[src/hdl/cfmr_pkg.sv]
// Package for the CRC-16 framed message receiver.
// Holds frame constants, result codes, port widths and the byte-wise CRC function.
// No dependencies.
package cfmr_pkg;

  localparam logic [7:0]  START_BYTE = 8'h1B;
  localparam logic [7:0]  TOKEN_BYTE = 8'h0E;
  localparam logic [15:0] CRC_INIT   = 16'hFFFF;
  localparam logic [15:0] CRC_POLY   = 16'h8408;
  localparam int          HEADER_LEN = 8;
  localparam int          MAX_BODY_DEF = 4096;

  localparam int          CFG_W      = 13;
  localparam logic [12:0] CFG_RESET  = 13'd4096;
  localparam int          IN_DATA_W  = 8;
  localparam int          OUT_DATA_W = 64;
  localparam int          OUT_USER_W = 3;

  typedef enum logic [1:0] {
    ST_ACCEPT = 2'd0,
    ST_ERROR  = 2'd1,
    ST_DONE   = 2'd2
  } status_t;

  function automatic logic [15:0] crc_byte(input logic [15:0] crc_in, input logic [7:0] b);
    logic [15:0] c;
    c = crc_in ^ {8'h00, b};
    for (int k = 0; k < 8; k++) begin
      c = c[0] ? ((c >> 1) ^ CRC_POLY) : (c >> 1);
    end
    return c;
  endfunction

endpackage

[src/hdl/crc16_framed_message_receiver.sv]
// Top level of the CRC-16 framed message receiver: input register, frame decode, result register.
// Depends on cfmr_pkg.
//
// channel   dir  handshake               payload
// in_       in   in_tvalid / in_tready   tdata: rx_byte
// out_      out  out_tvalid / out_tready tuser: status, body_valid; tdata: offset..error_position
// cfg_      in   cfg_wr_en               cfg_wr_data: max_body_size
//
// One byte per cycle sustained while the result side does not stall; each byte is decoded
// and checked, and header and body bytes are folded into the CRC, in the combinational logic
// between the input register and the result register. Reset (rst_n low, synchronous) empties
// both registers and returns to the start-byte search. A stalled result register holds
// the input register, which in turn drops in_tready.
module crc16_framed_message_receiver #(
  parameter int MAX_BODY = cfmr_pkg::MAX_BODY_DEF
) (
  input  logic                              clk,
  input  logic                              rst_n,
  input  logic                              in_tvalid,
  output logic                              in_tready,
  input  logic [cfmr_pkg::IN_DATA_W-1:0]    in_tdata,   // [7:0] rx_byte
  output logic                              out_tvalid,
  input  logic                              out_tready,
  // [11:0] body_offset, [19:12] body_byte, [35:20] sequence_number,
  // [48:36] body_length, [61:49] error_position, [63:62] zero
  output logic [cfmr_pkg::OUT_DATA_W-1:0]   out_tdata,
  output logic [cfmr_pkg::OUT_USER_W-1:0]   out_tuser,  // [1:0] status, [2] body_valid
  input  logic                              cfg_wr_en,
  input  logic [cfmr_pkg::CFG_W-1:0]        cfg_wr_data
);
  import cfmr_pkg::*;

  localparam int LIM_MAX = (MAX_BODY < 8191) ? MAX_BODY : 8191;
  localparam int POS_W   = $clog2(HEADER_LEN + LIM_MAX + 3);
  localparam logic [16:0]      MAX_BODY_W = 17'(MAX_BODY);
  localparam logic [POS_W-1:0] HDR        = POS_W'(HEADER_LEN);

  logic [12:0]      max_r;
  logic [POS_W-1:0] pos_r, pos_nxt;
  logic [12:0]      size_r, size_nxt;
  logic             hi_r, hi_nxt;
  logic [15:0]      seq_r, seq_nxt;
  logic [15:0]      rcrc_r, rcrc_nxt;
  logic [15:0]      crc_r, crc_nxt;
  logic [12:0]      err_r, err_nxt;

  logic             s1_v_r;
  logic [7:0]       s1_byte_r;
  logic             out_v_r;
  logic [OUT_DATA_W-1:0] out_data_r;
  logic [OUT_USER_W-1:0] out_user_r;

  logic             adv;
  logic             fire;
  logic [7:0]       b;
  logic [POS_W-1:0] pos_end;
  logic             in_body;
  logic             ok;
  logic             crc_fold;
  logic             done;
  status_t          status;
  logic [11:0]      boff;
  logic [7:0]       bval;

  assign adv       = !out_v_r || out_tready;
  assign fire      = s1_v_r && adv;
  assign in_tready = !s1_v_r || adv;
  assign b         = s1_byte_r;
  assign pos_end   = HDR + POS_W'(size_r);
  assign in_body   = (pos_r >= HDR) && (pos_r < pos_end);

  always_comb begin
    pos_nxt  = pos_r;
    size_nxt = size_r;
    hi_nxt   = hi_r;
    seq_nxt  = seq_r;
    rcrc_nxt = rcrc_r;
    crc_nxt  = crc_r;
    err_nxt  = err_r;
    ok       = 1'b1;
    crc_fold = 1'b0;
    done     = 1'b0;
    boff     = '0;
    bval     = '0;
    status   = ST_ACCEPT;

    if (in_body) begin
      boff     = 12'(pos_r - HDR);
      bval     = b;
      crc_fold = 1'b1;
    end else if (pos_r < HDR) begin
      crc_fold = 1'b1;
      case (pos_r[2:0])
        3'd0: begin
          ok      = (b == START_BYTE);
          crc_nxt = CRC_INIT;
        end
        3'd1: seq_nxt = {8'h00, b};
        3'd2: seq_nxt = {b, seq_r[7:0]};
        3'd3: begin
          size_nxt = {5'd0, b};
          hi_nxt   = 1'b0;
        end
        3'd4: begin
          size_nxt = {b[4:0], size_r[7:0]};
          hi_nxt   = hi_r | (|b[7:5]);
        end
        3'd5: hi_nxt = hi_r | (|b);
        3'd6: begin
          hi_nxt = hi_r | (|b);
          ok     = !hi_nxt && (size_r != '0) && (size_r <= max_r) &&
                   (17'(size_r) <= MAX_BODY_W);
        end
        default: ok = (b == TOKEN_BYTE);
      endcase
    end else if (pos_r == pos_end) begin
      rcrc_nxt = {8'h00, b};
    end else begin
      rcrc_nxt = {b, rcrc_r[7:0]};
      ok       = (crc_r == rcrc_nxt);
      done     = 1'b1;
    end

    if (ok) begin
      if (crc_fold) begin
        crc_nxt = crc_byte(crc_nxt, b);
      end
      pos_nxt = done ? '0 : pos_r + 1'b1;
      if (done) begin
        status = ST_DONE;
      end
    end else begin
      status   = ST_ERROR;
      err_nxt  = 13'(pos_r);
      pos_nxt  = '0;
      size_nxt = '0;
      hi_nxt   = 1'b0;
    end
  end

  always_ff @(posedge clk) begin
    if (!rst_n) begin
      max_r   <= CFG_RESET;
      pos_r   <= '0;
      size_r  <= '0;
      hi_r    <= 1'b0;
      seq_r   <= '0;
      rcrc_r  <= CRC_INIT;
      crc_r   <= CRC_INIT;
      err_r   <= '0;
      s1_v_r  <= 1'b0;
      out_v_r <= 1'b0;
    end else begin
      if (cfg_wr_en) begin
        max_r <= cfg_wr_data;
      end
      if (in_tready) begin
        s1_v_r <= in_tvalid;
      end
      if (adv) begin
        out_v_r <= s1_v_r;
      end
      if (fire) begin
        pos_r  <= pos_nxt;
        size_r <= size_nxt;
        hi_r   <= hi_nxt;
        seq_r  <= seq_nxt;
        rcrc_r <= rcrc_nxt;
        crc_r  <= crc_nxt;
        err_r  <= err_nxt;
      end
    end
  end

  always_ff @(posedge clk) begin
    if (in_tready && in_tvalid) begin
      s1_byte_r <= in_tdata;
    end
    if (fire) begin
      out_data_r <= {2'b00, err_nxt, size_nxt, seq_nxt, bval, boff};
      out_user_r <= {in_body, status};
    end
  end

  assign out_tvalid = out_v_r;
  assign out_tdata  = out_data_r;
  assign out_tuser  = out_user_r;

endmodule

[config.mk]
export PLATFORM = sky130hd
export DESIGN_NAME = crc16_framed_message_receiver
export DESIGN_NICKNAME = d
export VERILOG_FILES = /design/src/hdl/cfmr_pkg.sv /design/src/hdl/crc16_framed_message_receiver.sv
export SDC_FILE = /design/constraint.sdc
export NUM_CORES = 1
export LEC_CHECK = 0
export BUFFER_PORTS_ARGS = -buffer_cell sky130_fd_sc_hd__buf_2
export CORE_MARGIN = 2
export CORE_UTILIZATION = 60
export DETAILED_ROUTE_END_ITERATION = 10
export MAX_ROUTING_LAYER = met4
export PLACE_DENSITY = 0.93
export REMOVE_ABC_BUFFERS = 1
export SLEW_MARGIN = 20
export SYNTH_ARGS = -nofsm -noshare
export SYNTH_HDL_FRONTEND = slang
export SYNTH_SLANG_ARGS = --single-unit
[constraint.sdc]
create_clock -name clk -period 6.6 [get_ports clk]
set_clock_uncertainty 0.15 [all_clocks]
set_input_delay 0.99 -clock clk [delete_from_list [all_inputs] [get_ports clk]]
set_output_delay 0.99 -clock clk [all_outputs]
set_load 0.005 [all_outputs]
### Yosys cells after proc, flatten, opt, wreduce, memory -nomap -nowiden

Cells that the tools add are included.

* flip-flop bits (word level): 168
* input port bits: 26
* output and inout bits: 69
* memories: 0
* word-level logic and storage cells: 105
* bits in read-only memories: 0
* RAM bits: 0
* bits in latches: 0

* div/mod/pow operators: 0
* shift operators: 0
* order comparisons: 5
* multipliers: 0
* equality and inequality tests: 13
* mux-type cells: 37
* add/sub/neg operators: 3
* bitwise gates (word level): 13
* reduce and logical (&&, ||, !) cells: 19

Operators by type and width (number)
* two-way mux 16 bit: 15
* two-way mux 13 bit: 6
* one-hot mux 16 bit (2 select lines): 1
* one-hot mux 13 bit (2 select lines): 1
* inverter 2 -> 3 bit: 8
* equality test 16 bit: 1
* XOR 16 x 8 -> 16 bit: 1
* adder 13 x 1 -> 13 bit, second input constant: 1
* adder 4 x 13 -> 13 bit, first input constant: 1
* equality test 13 bit: 1
* >= comparator 13 x 4 -> 1 bit, second input constant: 1
* <= comparator 13 bit: 1
* <= comparator 13 bit, second input constant: 1
* less-than comparator 13 bit: 1
* less-than comparator 13 x 4 -> 1 bit, second input constant: 1
* nonzero test 13 bit: 1
* subtractor 12 x 4 -> 12 bit, second input constant: 1
* two-way mux 1 bit: 11
* equality test 3 bit, second input constant: 3
* equality test 8 x 4 -> 1 bit, second input constant: 1
* equality test 8 x 5 -> 1 bit, second input constant: 1
* AND reduction 4 bit: 2
* OR reduction 8 bit: 1
* equality test 3 x 2 -> 1 bit, second input constant: 2
* other kinds (15): 26

### Logic depth before layout (Yosys ltp)

Gate-level depths: netlist of the first run.

* depth after elaboration: 23
* mapped depth: 14
* gate-level depth less buffers: 12

### Worst setup path before layout of the first run

No wires, ideal clock.

* kind: in2reg
* start: in out_tready
* end: reg pos_r[10]
* stages: 6
* data arrival time: 3.855 ns
* buffers on the path: 2
* setup slack: 2.363 ns
* setup time: 0.232 ns
* required time: 6.218 ns
* path through: nor2b_1 -> nand2b_1 -> inv_1 -> clkbuf_1 -> clkbuf_1 -> o21ai_0

* cells in the longest elaborated chain, start to end: 2

RTL lines
* from (decl): RTL line crc16_framed_message_receiver.sv:23 `input logic out_tready,`
* logical OR 1 bit: RTL line crc16_framed_message_receiver.sv:65 `assign adv = !out_v_r || out_tready;`
* logical AND 1 bit: RTL line crc16_framed_message_receiver.sv:66 `assign fire = s1_v_r && adv;`
* net fire: RTL line crc16_framed_message_receiver.sv:54 `logic fire;`
* to (signal assigned): RTL line crc16_framed_message_receiver.sv:164 `pos_r <= pos_nxt;`
* to (decl): RTL line crc16_framed_message_receiver.sv:39 `logic [POS_W-1:0] pos_r, pos_nxt;`

The timed path passes the listed nets, and every way through them passes these cells.
A chain may end at the register's enable or synchronous reset.

### Worst setup path in the final report of the first run

* start: reg size_r[6]
* end: reg size_r[5]

* cells in the longest elaborated chain, start to end: 8
* elaborated cells between the ends (all ways): 16
* classes of those cells: add/sub: 1; order compare: 3; eq/ne: 1; mux: 6; reduce/logical: 5

RTL lines
* from (decl): RTL line crc16_framed_message_receiver.sv:40 `logic [12:0] size_r, size_nxt;`
* from (signal assigned): RTL line crc16_framed_message_receiver.sv:165 `size_r <= size_nxt;`
* branches (longest 7 deep; another with adder 4 x 13 -> 13 bit)
* two-way mux 13 bit *: RTL line crc16_framed_message_receiver.sv:124 `if (ok) begin`

Mark *: on every way between the ends.

==> results of run 1 <==
[worst register-to-register path, stage by stage (launching register included)]
cell and delay, ns:
dfxtp_1 0.48, and3_1 0.25, and3_1 0.21, nand3_1 0.10, xor2_1 0.16, ha_1 0.30
nand2_1 0.08, nor4_1 0.58, o31ai_2 0.14, buf_4 0.24, a211oi_2 0.80, nand2_1 0.40
nand3_1 0.40, a311oi_1 0.16
[registers in the layout, indices dropped and copies added (netlist names)]
register and cells:
b 8, crc_r 16, err_r 13, hi_r 1, max_r 13, out_tdata 62
out_tuser 3, out_tvalid 1, pos_r 13, rcrc_r 8, s1_v_r 1, seq_r 16
size_r 13
[worst min-delay path by stage]
| stage | from | to | slack [ns] |
|---|---|---|---|
| floorplan | err_r[0] | err_r[0] | 0.28 |
| global placement | err_r[5] | err_r[5] | 0.29 |
| detailed placement | err_r[8] | err_r[8] | 0.30 |
| CTS | err_r[8] | err_r[8] | 0.31 |
| global route | err_r[8] | err_r[8] | 0.33 |
| finish | err_r[8] | err_r[8] | 0.31 |
[cells by family (layout without fill, tap and decap cells)]
| kind of cell | Yosys count | after routing | synth area share [%] |
|---|---|---|---|
| flip-flops | 168 | 168 | 47.2 |
| buffers and inverters | 89 | 163 | 4.36 |
| adder cells (fa/ha/maj) | 34 | 34 | 4.91 |
| AO/OA/AOI/OAI | 161 | 161 | 14.8 |
| XOR/XNOR | 59 | 59 | 5.96 |
| multiplexers | 47 | 47 | 5.62 |
| AND/OR/NAND/NOR | 287 | 287 | 17.1 |
| other | 1 | 2 | 0.0433 |
[placed cells by master, fill, tap and decap left out, drive strengths merged, types with 5 or more instances in the layout]
| cell | instances |
|---|---|
| buf | 104 |
| dfxtp | 95 |
| edfxtp | 73 |
| nor2 | 72 |
| nand2 | 64 |
| nor2b | 36 |
| and3 | 35 |
| mux2i | 34 |
| ha | 34 |
| xor2 | 31 |
| xnor2 | 28 |
| o21ai | 28 |
| inv | 28 |
| a22oi | 27 |
| a21oi | 24 |
| nand3 | 21 |
| clkbuf | 18 |
| a22o | 16 |
| mux2 | 13 |
| a2bb2oi | 13 |
| nor4 | 11 |
| o211ai | 11 |
| and2 | 10 |
| nand4 | 8 |
| a211oi | 8 |
| and4b | 7 |
| clkinv | 7 |
| nor3 | 6 |
| and4 | 5 |
| a221oi | 5 |
[stage by stage]
step | hold WS [ns] | area, µm² | power [µW] | setup WS [ns] | util, %
2_1_floorplan | 0.282 | 8390 | 1220 | 1.37 | -
3_3_place_gp | 0.291 | 9180 | 1270 | 2.30 | 65.6
3_5_place_dp | 0.296 | 9180 | 1270 | 2.08 | 65.6
4_1_cts | 0.310 | 9780 | 2270 | 2.07 | 69.9
5_1_grt | 0.326 | 9800 | 2330 | 1.64 | 70.0
6_report | 0.309 | 9800 | 2270 | 1.99 | 70.0
[power breakdown]
part | internal, µW | switching (µW)
logic | 53.1 | 74.1
clock network | 597 | 423
registers | 1110 | 19.3
[Yosys cell counts (all sizes together), types with 5 or more instances]
library cell,instances,area [µm²]
ha,34,425
and4b,7,70.1
a22oi,27,203
mux2i,34,340
inv,27,101
o211ai,11,82.6
a22o,16,140
nand3,21,105
and2,10,62.6
nor4,11,68.8
nor2b,36,233
o21ai,28,144
and3,35,219
dfxtp,95,1900
a2bb2oi,13,133
nor3,6,30.0
nand4,8,50.1
edfxtp,73,2190
and4,5,43.8
clkbuf,42,158
nand2,64,240
a221oi,5,96.4
a211oi,8,75.1
xor2,31,272
xnor2,28,245
nor2,72,270
buf,20,119
mux2,13,146
a21oi,24,124
[layout make-up]
class | count | area [µm²] | area share [%]
inverters | 27 | 103 | 1.05
repair buffers | 104 | 551 | 5.62
well taps | 180 | 225 | 2.30
flip-flops and latches | 168 | 4090 | 41.8
clock inverters | 14 | 175 | 1.79
multi-input cells | 590 | 4220 | 43.1
clock buffers | 18 | 429 | 4.38
[per-layer routing]
metal	part of all wire [%]	track usage (%)	vias up
met5	0	-	-
met4	3.3	12.1	0
met3	8.7	6.96	83
met2	49	46.9	375
met1	39	33.7	3254
li1	-	-	3172
==> summary.md, run 1 <==
| Metric | Value |
|---|---|
| Result of the run | `completed` |
| Largest net degree at the start of global routing | `94` |
| Worst setup endpoint | `size_r[5]` |
| Number of global-route vias before repair | `6647` |
| Longest Clk Path Bufs | `2` |
| Die area | `15400 µm²` |
| Initial antenna violation count | `0` |
| WL/cell | `18.9 µm` |
| Async SR Flop Fraction | `0%` |
| Max-slew violation count | `0` |
| RSZ-0062 raised after global routing | `no` |
| Post-CTS setup buffers | `0` |
| Slew @ Worst Pin | `1.07 ns` |
| Fin nets | `968` |
| Initial core utilization | `62.0%` |
| Main synth FF type | `dfxtp_1` |
| Cts repair resizes | `0` |
| Die span in x | `124 µm` |
| Synth Cell Area | `8670 µm²` |
| Final setup fails | `0` |
| CTS Buf Count | `17` |
| Hold buffers post-CTS | `0` |
| Via density | `6.25` |
| TNS Setup | `0 ns` |
| Drt initial violations | `777` |
| Hold Vio Cnt, Final | `0` |
| First-pass DRT Iterations | `6` |
| Minimum clock period | `4.61 ns` |
| Total congestion overflow | `0` |
| Crit Reg-Reg Endpoint | `size_r[5]` |
| Crit-path cells | `and3_1, and3_1, nand3_1, xor2_1, ha_1, nand2_1, nor4_1, o31ai_2, buf_4, a211oi_2, nand2_1, nand3_1, a311oi_1` |
| Worst Path Buf+Inv | `1` |
| F_max | `217 MHz` |
| FP Rows | `43` |
| Period utilization | `69.8%` |
| H-tree depth | `4` |
| Vias | `6884` |
| Antenna Cells | `0` |
| CP Capture Type | `flop` |
| TritonCTS clock tree | `yes` |
| Final wirelength | `20800 µm` |
| PwrDens | `232 nW/µm²` |
| Root Driver | `clkbuf_16` |
| Crit. path cell count | `13` |
| Slowest stage delay, CP | `0.80 ns` |
| Die height | `124 µm` |
| Reg2Reg Setup Slack | `1.99 ns` |
| Mapped Cells | `846` |
| Slew HR | `28.9%` |
| Worst-Skew Late Latency | `0.44 ns` |
| Count of cell types in the netlist | `62` |
| Max-Cap Viols | `0` |
| Area grow syn2layout | `13.0%` |
| CP required | `6.72 ns` |
| Avg Inst Size Synth | `10.2 µm²` |
| Ports | `95` |
| CP arrival | `4.73 ns` |
| DRC violations left | `0` |
| GR Util All Layers | `28.6%` |
| Worst-path fanout max | `17` |
| VDD IR-drop max | `0.194 mV` |
| Sequential-to-total area share from yosys stat | `47.2%` |
| Max stage delay cell, worst path | `a211oi_2` |
| Worst Setup SP | `size_r[6]` |
| Port bufs | `92` |
| Sink Count | `168` |
| ANT nets after route | `0` |
| Min-delay worst type | `flop to flop` |
| DPL Wire Length | `13100 µm` |
| Cell family with most CP delay | `simple AND/OR/NAND/NOR gates` |
| Static Leak | `0.00386 µW` |
| Synth Warn # | `0` |
| Fillers | `965` |
| First-pass GRT wire length | `32700 µm` |
| Placed insts | `1069` |
| Clock-pin slew on the worst setup and hold paths | `0.07 ns` |
| RePlAce Congestion | `0.928` |
| Crit path kind | `flop to flop` |
| Share of cells above drive strength 1 | `18.5%` |
| Reg2reg path depth | `13` |
| Final cell count without fillers | `1101` |
| Number of flops mapped to enable cells by yosys | `73` |
| Core Area | `14000 µm²` |
| Reg-to-Reg Start | `size_r[6]` |
| FF+latch count, synth | `168` |
| WHS Path Cells | `2` |
| Startpoint types | `flop` |
Note: power is estimated with default switching activity, not from simulation.
==> run 2: changes to the inputs <==
CORE_UTILIZATION = 59   (was 60)
PLACE_DENSITY = 0.92   (was 0.93)
clock period = 4.7 ns   (was 6.6 ns; I/O delays follow)
==> run 2 against run 1 <==
Compared with the run above:
- total power grew 37%
- utilization down 2.0 points
- setup slack got worse by 1.4 ns
- register-to-register slack worse by 1.4 ns
- combinational power grew 50%
- wire length is 4.8% higher
- sequential share of layout area down 0.075 points
- critical path depth is the same
- flip-flop and latch count unchanged
- fmax increased by 12%
- die area grew 1.6%
- highest routed layer unchanged
==> summary.md, run 2 (synthesis results as in run 1) <==
| Metric | Value |
|---|---|
| GR Util All Layers | `29.0% (+0.39 points)` |
| Period utilization | `87.7% (+18 points)` |
| Die span in x | `125 µm (+0.82%)` |
| Final cell count without fillers | `1114 (+1.2%)` |
| Max-Cap Viols | `0 (unchanged)` |
| PwrDens | `318 nW/µm² (+37%)` |
| CP arrival | `4.29 ns (-0.44 ns)` |
| Port bufs | `92 (unchanged)` |
| Hold Path End | `b[7]` |
| CTS Buf Count | `17 (unchanged)` |
| Fin nets | `977 (+0.93%)` |
| Max-slew violation count | `0 (unchanged)` |
| Ports | `95 (unchanged)` |
| Startpoint types | `flop` |
| Max reg flops | `62 (unchanged)` |
| Antenna Cells | `0 (unchanged)` |
| WHS Path Cells | `1 (-1)` |
| Fillers | `1033 (+7.0%)` |
| Longest Clk Path Bufs | `2 (unchanged)` |
| Crit-path cells | `and3_1, and3_1, nand3_1, xor2_1, ha_1, nand2_1, nor4_1, o31ai_2, buf_4, a2111oi_4, nand2_1, a22oi_1, nor2b_1` |
| Via density | `6.26 (about the same)` |
| DP Area | `9250 µm² (+0.79%)` |
| Worst-path fanout max | `16 (-1)` |
| Clock-pin slew on the worst setup and hold paths | `0.07 ns (about the same)` |
| RSZ-0062 raised after global routing | `no` |
| Reg-to-Reg Start | `size_r[7]` |
| CP Capture Type | `flop` |
| Minimum clock period | `4.12 ns (-0.485 ns)` |
| VDD IR-drop max | `0.251 mV (+29%)` |
| First-pass GRT wire length | `35300 µm (+8.1%)` |
| Max stage delay cell, worst path | `a2111oi_4` |
| Post-route cell area | `9810 µm² (+0.18%)` |
| Hold buffers post-CTS | `0 (unchanged)` |
| Most frequent cells in the layout | `95 x dfxtp_1, 92 x buf_2, 73 x edfxtp_1, 72 x nor2_1, 64 x nand2_1` |
| Most common cell after layout, fill and taps aside | `dfxtp_1` |
| Worst-Skew Late Latency | `0.44 ns (about the same)` |
| Drt initial violations | `697 (-10%)` |
| Initial core utilization | `60.1% (-1.9 points)` |
| RePlAce Congestion | `0.970 (+4.5%)` |
| F_max | `243 MHz (+12%)` |
| Static Leak | `0.00388 µW (+0.63%)` |
| First-pass DRT Iterations | `6 (unchanged)` |
| Hold Vio Cnt, Final | `0 (unchanged)` |
| Die area | `15700 µm² (+1.6%)` |
| DPL Wire Length | `13700 µm (+4.3%)` |
| H-tree depth | `4 (unchanged)` |
| Crit path kind | `flop to flop` |
| Crit Reg-Reg Endpoint | `seq_r[3]` |
| Reg2reg path depth | `13 (unchanged)` |
| Largest net degree at the start of global routing | `66 (-30%)` |
| Reg2Reg Setup Slack | `0.58 ns (-1.42 ns)` |
| Area grow syn2layout | `13.2%` |
| TritonCTS clock tree | `yes` |
| Result of the run | `completed` |
| FP Rows | `44 (+2.3%)` |
| Placed insts | `1082 (+1.2%)` |
| Total congestion overflow | `0 (unchanged)` |
| Slowest stage delay, CP | `0.61 ns (-0.19 ns)` |
| Final wirelength | `21800 µm (+4.8%)` |
| ANT nets after route | `0 (unchanged)` |
| Slew @ Worst Pin | `1.01 ns (-0.0600 ns)` |
| Slew HR | `32.9% (+4.0 points)` |
| Sink Count | `168 (unchanged)` |
| Root Driver | `clkbuf_16` |
| Hold Path Origin | `in_tdata[7]` |
| Final setup fails | `0 (unchanged)` |
| Number of global-route vias before repair | `7064 (+6.3%)` |
| Vias | `6972 (+1.3%)` |
| Initial antenna violation count | `0 (unchanged)` |
| Worst Path Buf+Inv | `1 (unchanged)` |
| Min-delay worst type | `primary input to flop` |
| Post-CTS setup buffers | `0 (unchanged)` |
| Core Area | `14400 µm² (+3.1%)` |
| DRC violations left | `0 (unchanged)` |
| Die height | `125 µm (+0.82%)` |
| Cts repair resizes | `0 (unchanged)` |
| WL/cell | `19.6 µm (+3.6%)` |
| Share of cells above drive strength 1 | `19.0% (+0.57 points)` |
| CP required | `4.87 ns (-1.85 ns)` |
| Cell family with most CP delay | `simple AND/OR/NAND/NOR gates` |
-- run 2: layer usage --
metal  vias to the layer above  wire length (µm)  track usage, %
li1                       3196                 -               -
met1                      3286              8460            33.5
met4                         0               900            15.5
met5                         -                 0               -
met3                       109              1690            6.93
met2                       381             10800            46.9
-- run 2: where the power goes --
part / switching (µW) / internal (µW) / total (µW)
clock: 601 / 751 / 1350
sequential: 20.8 / 1550 / 1570
combinational: 115 / 76.5 / 191
-- run 2: stage by stage --
stage               total power [µW]  util, %  setup TNS, ns  hold WS [ns]  worst slack, ns
floorplan                       1710        -         -10.40         0.282           -0.529
global placement                1780     64.1              0         0.291            0.860
detailed placement              1790     64.1              0         0.295            0.810
CTS                             3120     68.0              0         0.279            0.672
global route                    3200     68.0              0         0.283            0.299
finish                          3120     68.0              0         0.287            0.579
-- run 2: how the worst max path moves through the flow --
stage | from | endpoint | slack (ns) | cells after the start
floorplan | size_r[5] | out_tdata[49] | -0.53 | 12
global placement | size_r[5] | size_r[5] | 0.86 | 14
detailed placement | size_r[5] | size_r[5] | 0.81 | 14
CTS | size_r[5] | seq_r[3] | 0.67 | 13
global route | size_r[5] | seq_r[3] | 0.30 | 13
finish | size_r[7] | seq_r[3] | 0.58 | 13
-- run 2: final cells by class --
class	count	area [µm²]	area share (%)
Clock inverter	12	118	1.20
Inverter	27	103	1.05
Multi-Input combinational cell	590	4200	42.8
Clock buffer	20	447	4.55
Tap cell	184	230	2.35
Sequential cell	168	4090	41.7
Timing Repair Buffer	113	618	6.30
